## src/design/sbc_pkg.sv

```systemverilog
`timescale 1ns / 1ps
// ----------------------------------------------------------------------------
// Swept box contact package
// Widths, time constants and the item types passed between pipeline sections.
// ----------------------------------------------------------------------------
package sbc_pkg;

  localparam int unsigned CW     = 32;           // Q15.16 coordinate
  localparam int unsigned SW     = 31;           // box size
  localparam int unsigned STW    = 16;           // step time
  localparam int unsigned DW     = 48;           // direction vel * step time
  localparam int unsigned DNW    = 35;           // slab distance, signed
  localparam int unsigned AW     = 34;           // slab distance magnitude
  localparam int unsigned BW     = 47;           // direction magnitude
  localparam int unsigned FRAC   = 32;           // quotient fraction bits
  localparam int unsigned QW     = 56;           // quotient bits below the cap
  localparam int unsigned NSTEP  = QW / 2;       // divider stages, two bits each
  localparam int unsigned TW     = 62;           // signed slab time
  localparam int unsigned CBW    = 49;           // box centre in Q.32
  localparam int unsigned TCW    = 17;           // contact time Q1.16
  localparam int unsigned PW     = 66;           // displacement product
  localparam int unsigned SUMW   = 50;           // centre plus displacement

  localparam logic [QW:0] TIME_CAP = {1'b1, {QW{1'b0}}};
  localparam logic signed [TW-1:0] TIME_INF = TW'(64'sh1000_0000_0000_0000);
  localparam logic signed [TW-1:0] TIME_ONE = TW'(64'sh0000_0001_0000_0000);
  localparam logic [TCW-1:0] TIME_ONE_Q16 = TCW'(65536);

  localparam logic signed [SUMW-1:0] COORD_MAX = SUMW'(64'sh0000_0000_7FFF_FFFF);
  localparam logic signed [SUMW-1:0] COORD_MIN = SUMW'(-64'sh0000_0000_8000_0000);

  localparam logic signed [1:0] NORM_ZERO = 2'sb00;
  localparam logic signed [1:0] NORM_POS  = 2'sb01;
  localparam logic signed [1:0] NORM_NEG  = 2'sb11;

  typedef struct packed {
    logic                   sn_x;
    logic                   sf_x;
    logic                   sn_y;
    logic                   sf_y;
    logic signed [DW-1:0]   dx;
    logic signed [DW-1:0]   dy;
    logic                   dz_x;
    logic                   dz_y;
    logic                   ins_x;
    logic                   ins_y;
    logic                   vzero;
    logic signed [CBW-1:0]  cbx;
    logic signed [CBW-1:0]  cby;
  } side_t;

  typedef struct packed {
    logic [AW-1:0] an_x;
    logic [AW-1:0] af_x;
    logic [AW-1:0] an_y;
    logic [AW-1:0] af_y;
    logic [BW-1:0] bm_x;
    logic [BW-1:0] bm_y;
    side_t         side;
  } front_t;

  typedef struct packed {
    logic [QW:0] mn_x;
    logic [QW:0] mf_x;
    logic [QW:0] mn_y;
    logic [QW:0] mf_y;
    side_t       side;
  } core_t;

  function automatic logic signed [CW-1:0] sat_coord(logic signed [SUMW-1:0] s);
    logic signed [SUMW-1:0] c;
    c = s >>> 16;
    if (c > COORD_MAX) begin
      c = COORD_MAX;
    end else if (c < COORD_MIN) begin
      c = COORD_MIN;
    end
    return CW'(c);
  endfunction

endpackage

```

## src/design/sbc_front.sv

```systemverilog
`timescale 1ns / 1ps
// ----------------------------------------------------------------------------
// Swept box contact front end
// Two stages: direction product and slab distances, then magnitudes and signs.
// ----------------------------------------------------------------------------
module sbc_front (
  input  logic                              clk_i,
  input  logic                              rst_ni,
  input  logic                              in_valid_i,
  output logic                              in_ready_o,
  input  logic signed [sbc_pkg::CW-1:0]     mover_x_i,
  input  logic signed [sbc_pkg::CW-1:0]     mover_y_i,
  input  logic        [sbc_pkg::SW-1:0]     mover_w_i,
  input  logic        [sbc_pkg::SW-1:0]     mover_h_i,
  input  logic signed [sbc_pkg::CW-1:0]     vel_x_i,
  input  logic signed [sbc_pkg::CW-1:0]     vel_y_i,
  input  logic        [sbc_pkg::STW-1:0]    step_time_i,
  input  logic signed [sbc_pkg::CW-1:0]     box_x_i,
  input  logic signed [sbc_pkg::CW-1:0]     box_y_i,
  input  logic        [sbc_pkg::SW-1:0]     box_w_i,
  input  logic        [sbc_pkg::SW-1:0]     box_h_i,
  output logic                              out_valid_o,
  input  logic                              out_ready_i,
  output sbc_pkg::front_t                   out_data_o
);
  import sbc_pkg::*;

  logic va_q, vb_q, en_a, en_b;

  logic signed [DW-1:0]  dx_d, dy_d, dx_q, dy_q;
  logic signed [DNW-1:0] dnx_d, dfx_d, dny_d, dfy_d, dnx_q, dfx_q, dny_q, dfy_q;
  logic signed [CBW-1:0] cbx_d, cby_d, cbx_q, cby_q;
  logic                  vzero_d, vzero_q;
  logic signed [CBW-1:0] st_ext, vx_ext, vy_ext, px, py;
  front_t                fb_d, fb_q;

  assign en_b       = !vb_q || out_ready_i;
  assign en_a       = !va_q || en_b;
  assign in_ready_o = en_a;

  always_comb begin
    st_ext  = CBW'($signed({1'b0, step_time_i}));
    vx_ext  = CBW'(vel_x_i);
    vy_ext  = CBW'(vel_y_i);
    px      = vx_ext * st_ext;
    py      = vy_ext * st_ext;
    dx_d    = DW'(px);
    dy_d    = DW'(py);
    dnx_d   = DNW'(box_x_i) - DNW'(mover_x_i) - DNW'($signed({1'b0, mover_w_i}));
    dfx_d   = DNW'(box_x_i) + DNW'($signed({1'b0, box_w_i})) - DNW'(mover_x_i);
    dny_d   = DNW'(box_y_i) - DNW'(mover_y_i) - DNW'($signed({1'b0, mover_h_i}));
    dfy_d   = DNW'(box_y_i) + DNW'($signed({1'b0, box_h_i})) - DNW'(mover_y_i);
    cbx_d   = CBW'($signed({mover_x_i, 16'b0})) + CBW'($signed({2'b0, mover_w_i, 15'b0}));
    cby_d   = CBW'($signed({mover_y_i, 16'b0})) + CBW'($signed({2'b0, mover_h_i, 15'b0}));
    vzero_d = (vel_x_i == '0) && (vel_y_i == '0);
  end

  always_comb begin
    fb_d.an_x       = AW'(dnx_q < 0 ? -dnx_q : dnx_q);
    fb_d.af_x       = AW'(dfx_q < 0 ? -dfx_q : dfx_q);
    fb_d.an_y       = AW'(dny_q < 0 ? -dny_q : dny_q);
    fb_d.af_y       = AW'(dfy_q < 0 ? -dfy_q : dfy_q);
    fb_d.bm_x       = BW'(dx_q < 0 ? -dx_q : dx_q);
    fb_d.bm_y       = BW'(dy_q < 0 ? -dy_q : dy_q);
    fb_d.side.sn_x  = (dnx_q < 0) ^ (dx_q < 0);
    fb_d.side.sf_x  = (dfx_q < 0) ^ (dx_q < 0);
    fb_d.side.sn_y  = (dny_q < 0) ^ (dy_q < 0);
    fb_d.side.sf_y  = (dfy_q < 0) ^ (dy_q < 0);
    fb_d.side.dx    = dx_q;
    fb_d.side.dy    = dy_q;
    fb_d.side.dz_x  = (dx_q == '0);
    fb_d.side.dz_y  = (dy_q == '0);
    fb_d.side.ins_x = (dnx_q <= 0) && (dfx_q >= 0);
    fb_d.side.ins_y = (dny_q <= 0) && (dfy_q >= 0);
    fb_d.side.vzero = vzero_q;
    fb_d.side.cbx   = cbx_q;
    fb_d.side.cby   = cby_q;
  end

  always_ff @(posedge clk_i or negedge rst_ni) begin
    if (!rst_ni) begin
      va_q <= 1'b0;
      vb_q <= 1'b0;
    end else begin
      if (en_a) begin
        va_q <= in_valid_i;
      end
      if (en_b) begin
        vb_q <= va_q;
      end
    end
  end

  always_ff @(posedge clk_i) begin
    if (en_a) begin
      dx_q    <= dx_d;
      dy_q    <= dy_d;
      dnx_q   <= dnx_d;
      dfx_q   <= dfx_d;
      dny_q   <= dny_d;
      dfy_q   <= dfy_d;
      cbx_q   <= cbx_d;
      cby_q   <= cby_d;
      vzero_q <= vzero_d;
    end
    if (en_b) begin
      fb_q <= fb_d;
    end
  end

  assign out_valid_o = vb_q;
  assign out_data_o  = fb_q;

endmodule

```

## config.mk

```make
export PLATFORM = sky130hd
export DESIGN_NAME = sbc_front
export DESIGN_NICKNAME = d
export VERILOG_FILES = /design/src/design/sbc_pkg.sv /design/src/design/sbc_front.sv
export SDC_FILE = /design/constraint.sdc
export NUM_CORES = 2
export LEC_CHECK = 0
export ABC_CLOCK_PERIOD_IN_PS = 21100
export BUFFER_PORTS_ARGS = -buffer_cell sky130_fd_sc_hd__buf_2
export CAP_MARGIN = 40
export CORE_MARGIN = 4
export CORE_UTILIZATION = 45
export CTS_CLUSTER_DIAMETER = 50
export DETAILED_ROUTE_END_ITERATION = 16
export GPL_TIMING_DRIVEN = 0
export MAX_ROUTING_LAYER = met4
export SLEW_MARGIN = 10
export SYNTH_ARGS = -nofsm -noshare
export SYNTH_HDL_FRONTEND = slang
export SYNTH_SLANG_ARGS = --single-unit
export TNS_END_PERCENT = 20
```

## constraint.sdc

```tcl
create_clock -name clk_i -period 21.1 [get_ports clk_i]
set_input_delay 1.055 -clock clk_i [delete_from_list [all_inputs] [get_ports clk_i]]
set_output_delay 1.055 -clock clk_i [all_outputs]
set_load 0.01 [all_outputs]
```

==> summary.md <==
| Metric | Value |
|---|---|
| Status | completed |
| Most frequent cells in the layout | inv_1 (1617), fa_1 (1094), nand2_1 (761) |
| Post-synth cell types | 71 |
| Critical path launch point type | input port |
| Routability Congestion | 0.993 |
| Area growth from synthesis to layout | 14.4% |
| GR Util met1 | 0.340 |
| MaxCap Viol Count | 0 |
| Placed Instances | 10235 |
| Non-Filler Instances | 10443 |
| Top FF cell, synth | edfxtp_1 |
| Placed Area | 81900 µm² |
| Skew final | 0.0444 ns |
| Final instance area | approximately 85000 µm² |
| Hold_buf cts | 0 |
| Most common cell after layout, fill and taps aside | inv_1 |
| Met3 usage | 0.0431 |
| Maximum VDD drop | roughly 0.48 mV |
| H-tree depth | 3 |
| Routed len/inst | 22.2 µm |
| Total GRT Usage | 0.277 |
| Clk sinks | 704 |
| Post-synth EDFFs | between 700 and 800 |
| Die Wd | 415 µm |
| Nets | 10022 |
| Largest net degree at the start of global routing | 63 |
| Syn Area/Cell | 10.3 µm² |
| Post-route clock period utilization | 0.430 |
| CTS tree | done |
| Clock latency on the worst-skew pair | 0.72 ns |
| Setup CP Type | in2reg |
| Register area share after synthesis | 0.284 |
| Most Used Layer, Global Route | met2 |
| Relative max-transition margin | 0.375 |
| Drt pass-1 iters | 9 |
| Class of the worst hold path | in2async |
| DIE AREA | between 150000 and 200000 µm² |
| Routing usage on met2 | 0.464 |
| Register area | 21100 µm² |
| Remaining Overflow, GRT | 0 |
| Post-CTS Resized | 0 |
| First-pass GRT wire length | about 350000 µm |
| Worst Setup End Kind | flip-flop |
| Endpoint arrival time on the critical path | 9.57 ns |
| Highest Clock Rate | 0.110 GHz |
| Max-slew violations | 0 |
| Min Tclk post-route | 9.08 ns |
| Post-CTS Setup Inserts | 0 |
| Routed wire length | 231000 µm |
| DIE HEIGHT | 415 µm |
| Crit-path max FO | 10 |
| # port buffers | about 720 |
| Worst R2R Path Depth | 8 |
| Via density | approximately 5.2 |
| DRC viols | 0 |
| Post-route antenna net violation count | 0 |
| WP data required | between 20 and 25 ns |
| Flop2flop setup slack | between 15 and 20 ns |
| Core footprint | 164000 µm² |
| Std cell rows | 148 |
| Synthesized area | 74400 µm² |
| R2r endpoint | out_data_o[241] |
| Clock-pin slew on the worst setup and hold paths | 0.06 ns |
| Syn. warnings | 0 |
| RSZ-0062 raised after global routing | false |
| Hold Vio Cnt, Final | 0 |
| Setup TNS | 0 ns |
| CTS buffer count | 96 |
| Ratio of cells with drive above 1 in the final layout | 0.123 |
| Multi-input gate area | 46300 µm² |
| Longest Clk Path Bufs | 3 |
| Pwr per Cell Area | approximately 200 nW/µm² |
| Fill cells | ~15000 |
| Mapped Cells | 7243 |
| Initial DRC Count | 3802 |
| Via count | 54734 |
| Ports | 771 |
| Worst-Margin Slew | 0.937 ns |
| Worst r2r src | dy_q[7] |
| Starting Density | 0.455 |
| Seq cells post-synth | 704 |
| Vias in the first global route | 57349 |
| Ys async rst share | 0.00284 |
| Detailed Place HPWL | 196000 µm |
| Initial antenna violation count | 46 |
| Static leakage | 0.0402 µW |
| Root buffer cell | clkbuf_16 |
| Final setup vio count | 0 |
==> synth_stat cells, drive strengths merged (22+ instances only) <==
| cell | count | area, µm² |
|---|---|---|
| nand4 | 22 | 138 |
| o41ai | 36 | 334 |
| edfxtp | 702 | 21100 |
| or4 | 29 | 229 |
| a21o | 124 | 931 |
| o21ai | 181 | 906 |
| o31ai | 65 | 488 |
| ha | 434 | 5430 |
| buf | 33 | 251 |
| or3 | 53 | 332 |
| nor3 | 43 | 215 |
| nand2b | 49 | 329 |
| and3 | 22 | 138 |
| nand2 | 761 | 2860 |
| o21a | 48 | 360 |
| o21bai | 41 | 308 |
| fa | 1094 | 21900 |
| a21oi | 232 | 1160 |
| xor2 | 85 | 744 |
| xnor2 | 399 | 3490 |
| inv | 1617 | 6070 |
| a211oi | 26 | 195 |
| nor4 | 41 | 257 |
| clkbuf | 218 | 818 |
| nand3 | 53 | 265 |
| nor2 | 155 | 582 |
| and2 | 468 | 2930 |
| nor2b | 33 | 206 |
==> per-layer routing <==
layer	share of wire	wire length [µm]
met3	0.065	15000
met2	0.49	114000
met5	0	0
met1	0.40	92500
met4	0.041	9590
==> how the worst max path moves through the flow <==
stage / startpoint / endpoint / slack [ns]
finish: step_time_i[8] / dy_q[47] / 12.02
global route: step_time_i[8] / dy_q[47] / 11.58
CTS: step_time_i[8] / dy_q[47] / 12.13
detailed placement: step_time_i[8] / dy_q[47] / 11.34
global placement: out_ready_i / dy_q[45] / 4.63
floorplan: out_ready_i / out_data_o[100] / 9.62
==> critical path: stages <==
cell and delay, ns:
clkbuf_1 0.49, buf_8 0.26, clkbuf_1 0.65, nand2_1 0.18, fa_1 0.58, inv_1 0.05, fa_1 0.50, inv_1 0.05
fa_1 0.53, inv_1 0.06, fa_1 0.48, fa_1 0.50, inv_1 0.05, fa_1 0.47, inv_1 0.04, ha_1 0.26
clkbuf_1 0.30, o211ai_1 0.21, a211o_1 0.32, o31ai_1 0.59, o211ai_1 0.28, a21oi_1 0.37, o21ai_0 0.29, a31oi_1 0.36
a21o_1 0.19, a21oi_1 0.10, xnor2_1 0.33
==> report_power, final <==
part | switching (µW) | internal [µW]
sequential | 368 | 2840
combinational | 7070 | 5050
clock | 663 | 958
total | 8100 | 8850
==> per-stage QoR <==
| step | utilization | power, µW | hold slack (ns) | worst slack, ns |
|---|---|---|---|---|
| after detailed placement | 0.501 | 15400 | 0.405 | 11.34 |
| after floorplan | - | 11900 | 0.400 | 9.62 |
| after global placement | 0.495 | 15300 | 0.402 | 4.63 |
| after CTS | 0.520 | 17100 | 0.0372 | 12.13 |
| final | 0.521 | 16900 | 0.114 | 12.02 |
| after global routing | 0.521 | 18700 | 0.0614 | 11.58 |
==> logic make-up (layout without fill, tap and decap cells) <==
logic type | count (synthesis) | count (layout) | share of synthesized area
other | 1 | 62 | 0.0000504
DFF | 704 | 704 | 0.284
and+or+nand+nor | 1780 | 1780 | 0.119
xor gates and xnor gates | 484 | 484 | 0.0570
buffers and inverters | 1868 | 2832 | 0.0959
AOI/OAI and AO/OA | 878 | 878 | 0.0768
adders and majority gates | 1528 | 1528 | 0.367
==> layout make-up <==
cell class              instances  share of cell area
multi-input cells            4700               0.543
flip-flops and latches        704               0.248
inverters                    1617              0.0713
repair buffers                788              0.0541
well taps                    2175              0.0320
clock buffers                 109              0.0296
plain buffers                 251              0.0126
clock inverters                67             0.00793
diodes                         32            0.000940
==> state kept, by name, indices dropped and copies added (netlist names) <==
name         cells
dy_q            48
dx_q            48
cby_q           34
dfy_q           34
out_data_o     401
cbx_q           34
dfx_q           34
va_q             1
dny_q           34
out_valid_o      1
dnx_q           34
vzero_q          1
(Power assumes the default switching activity.)
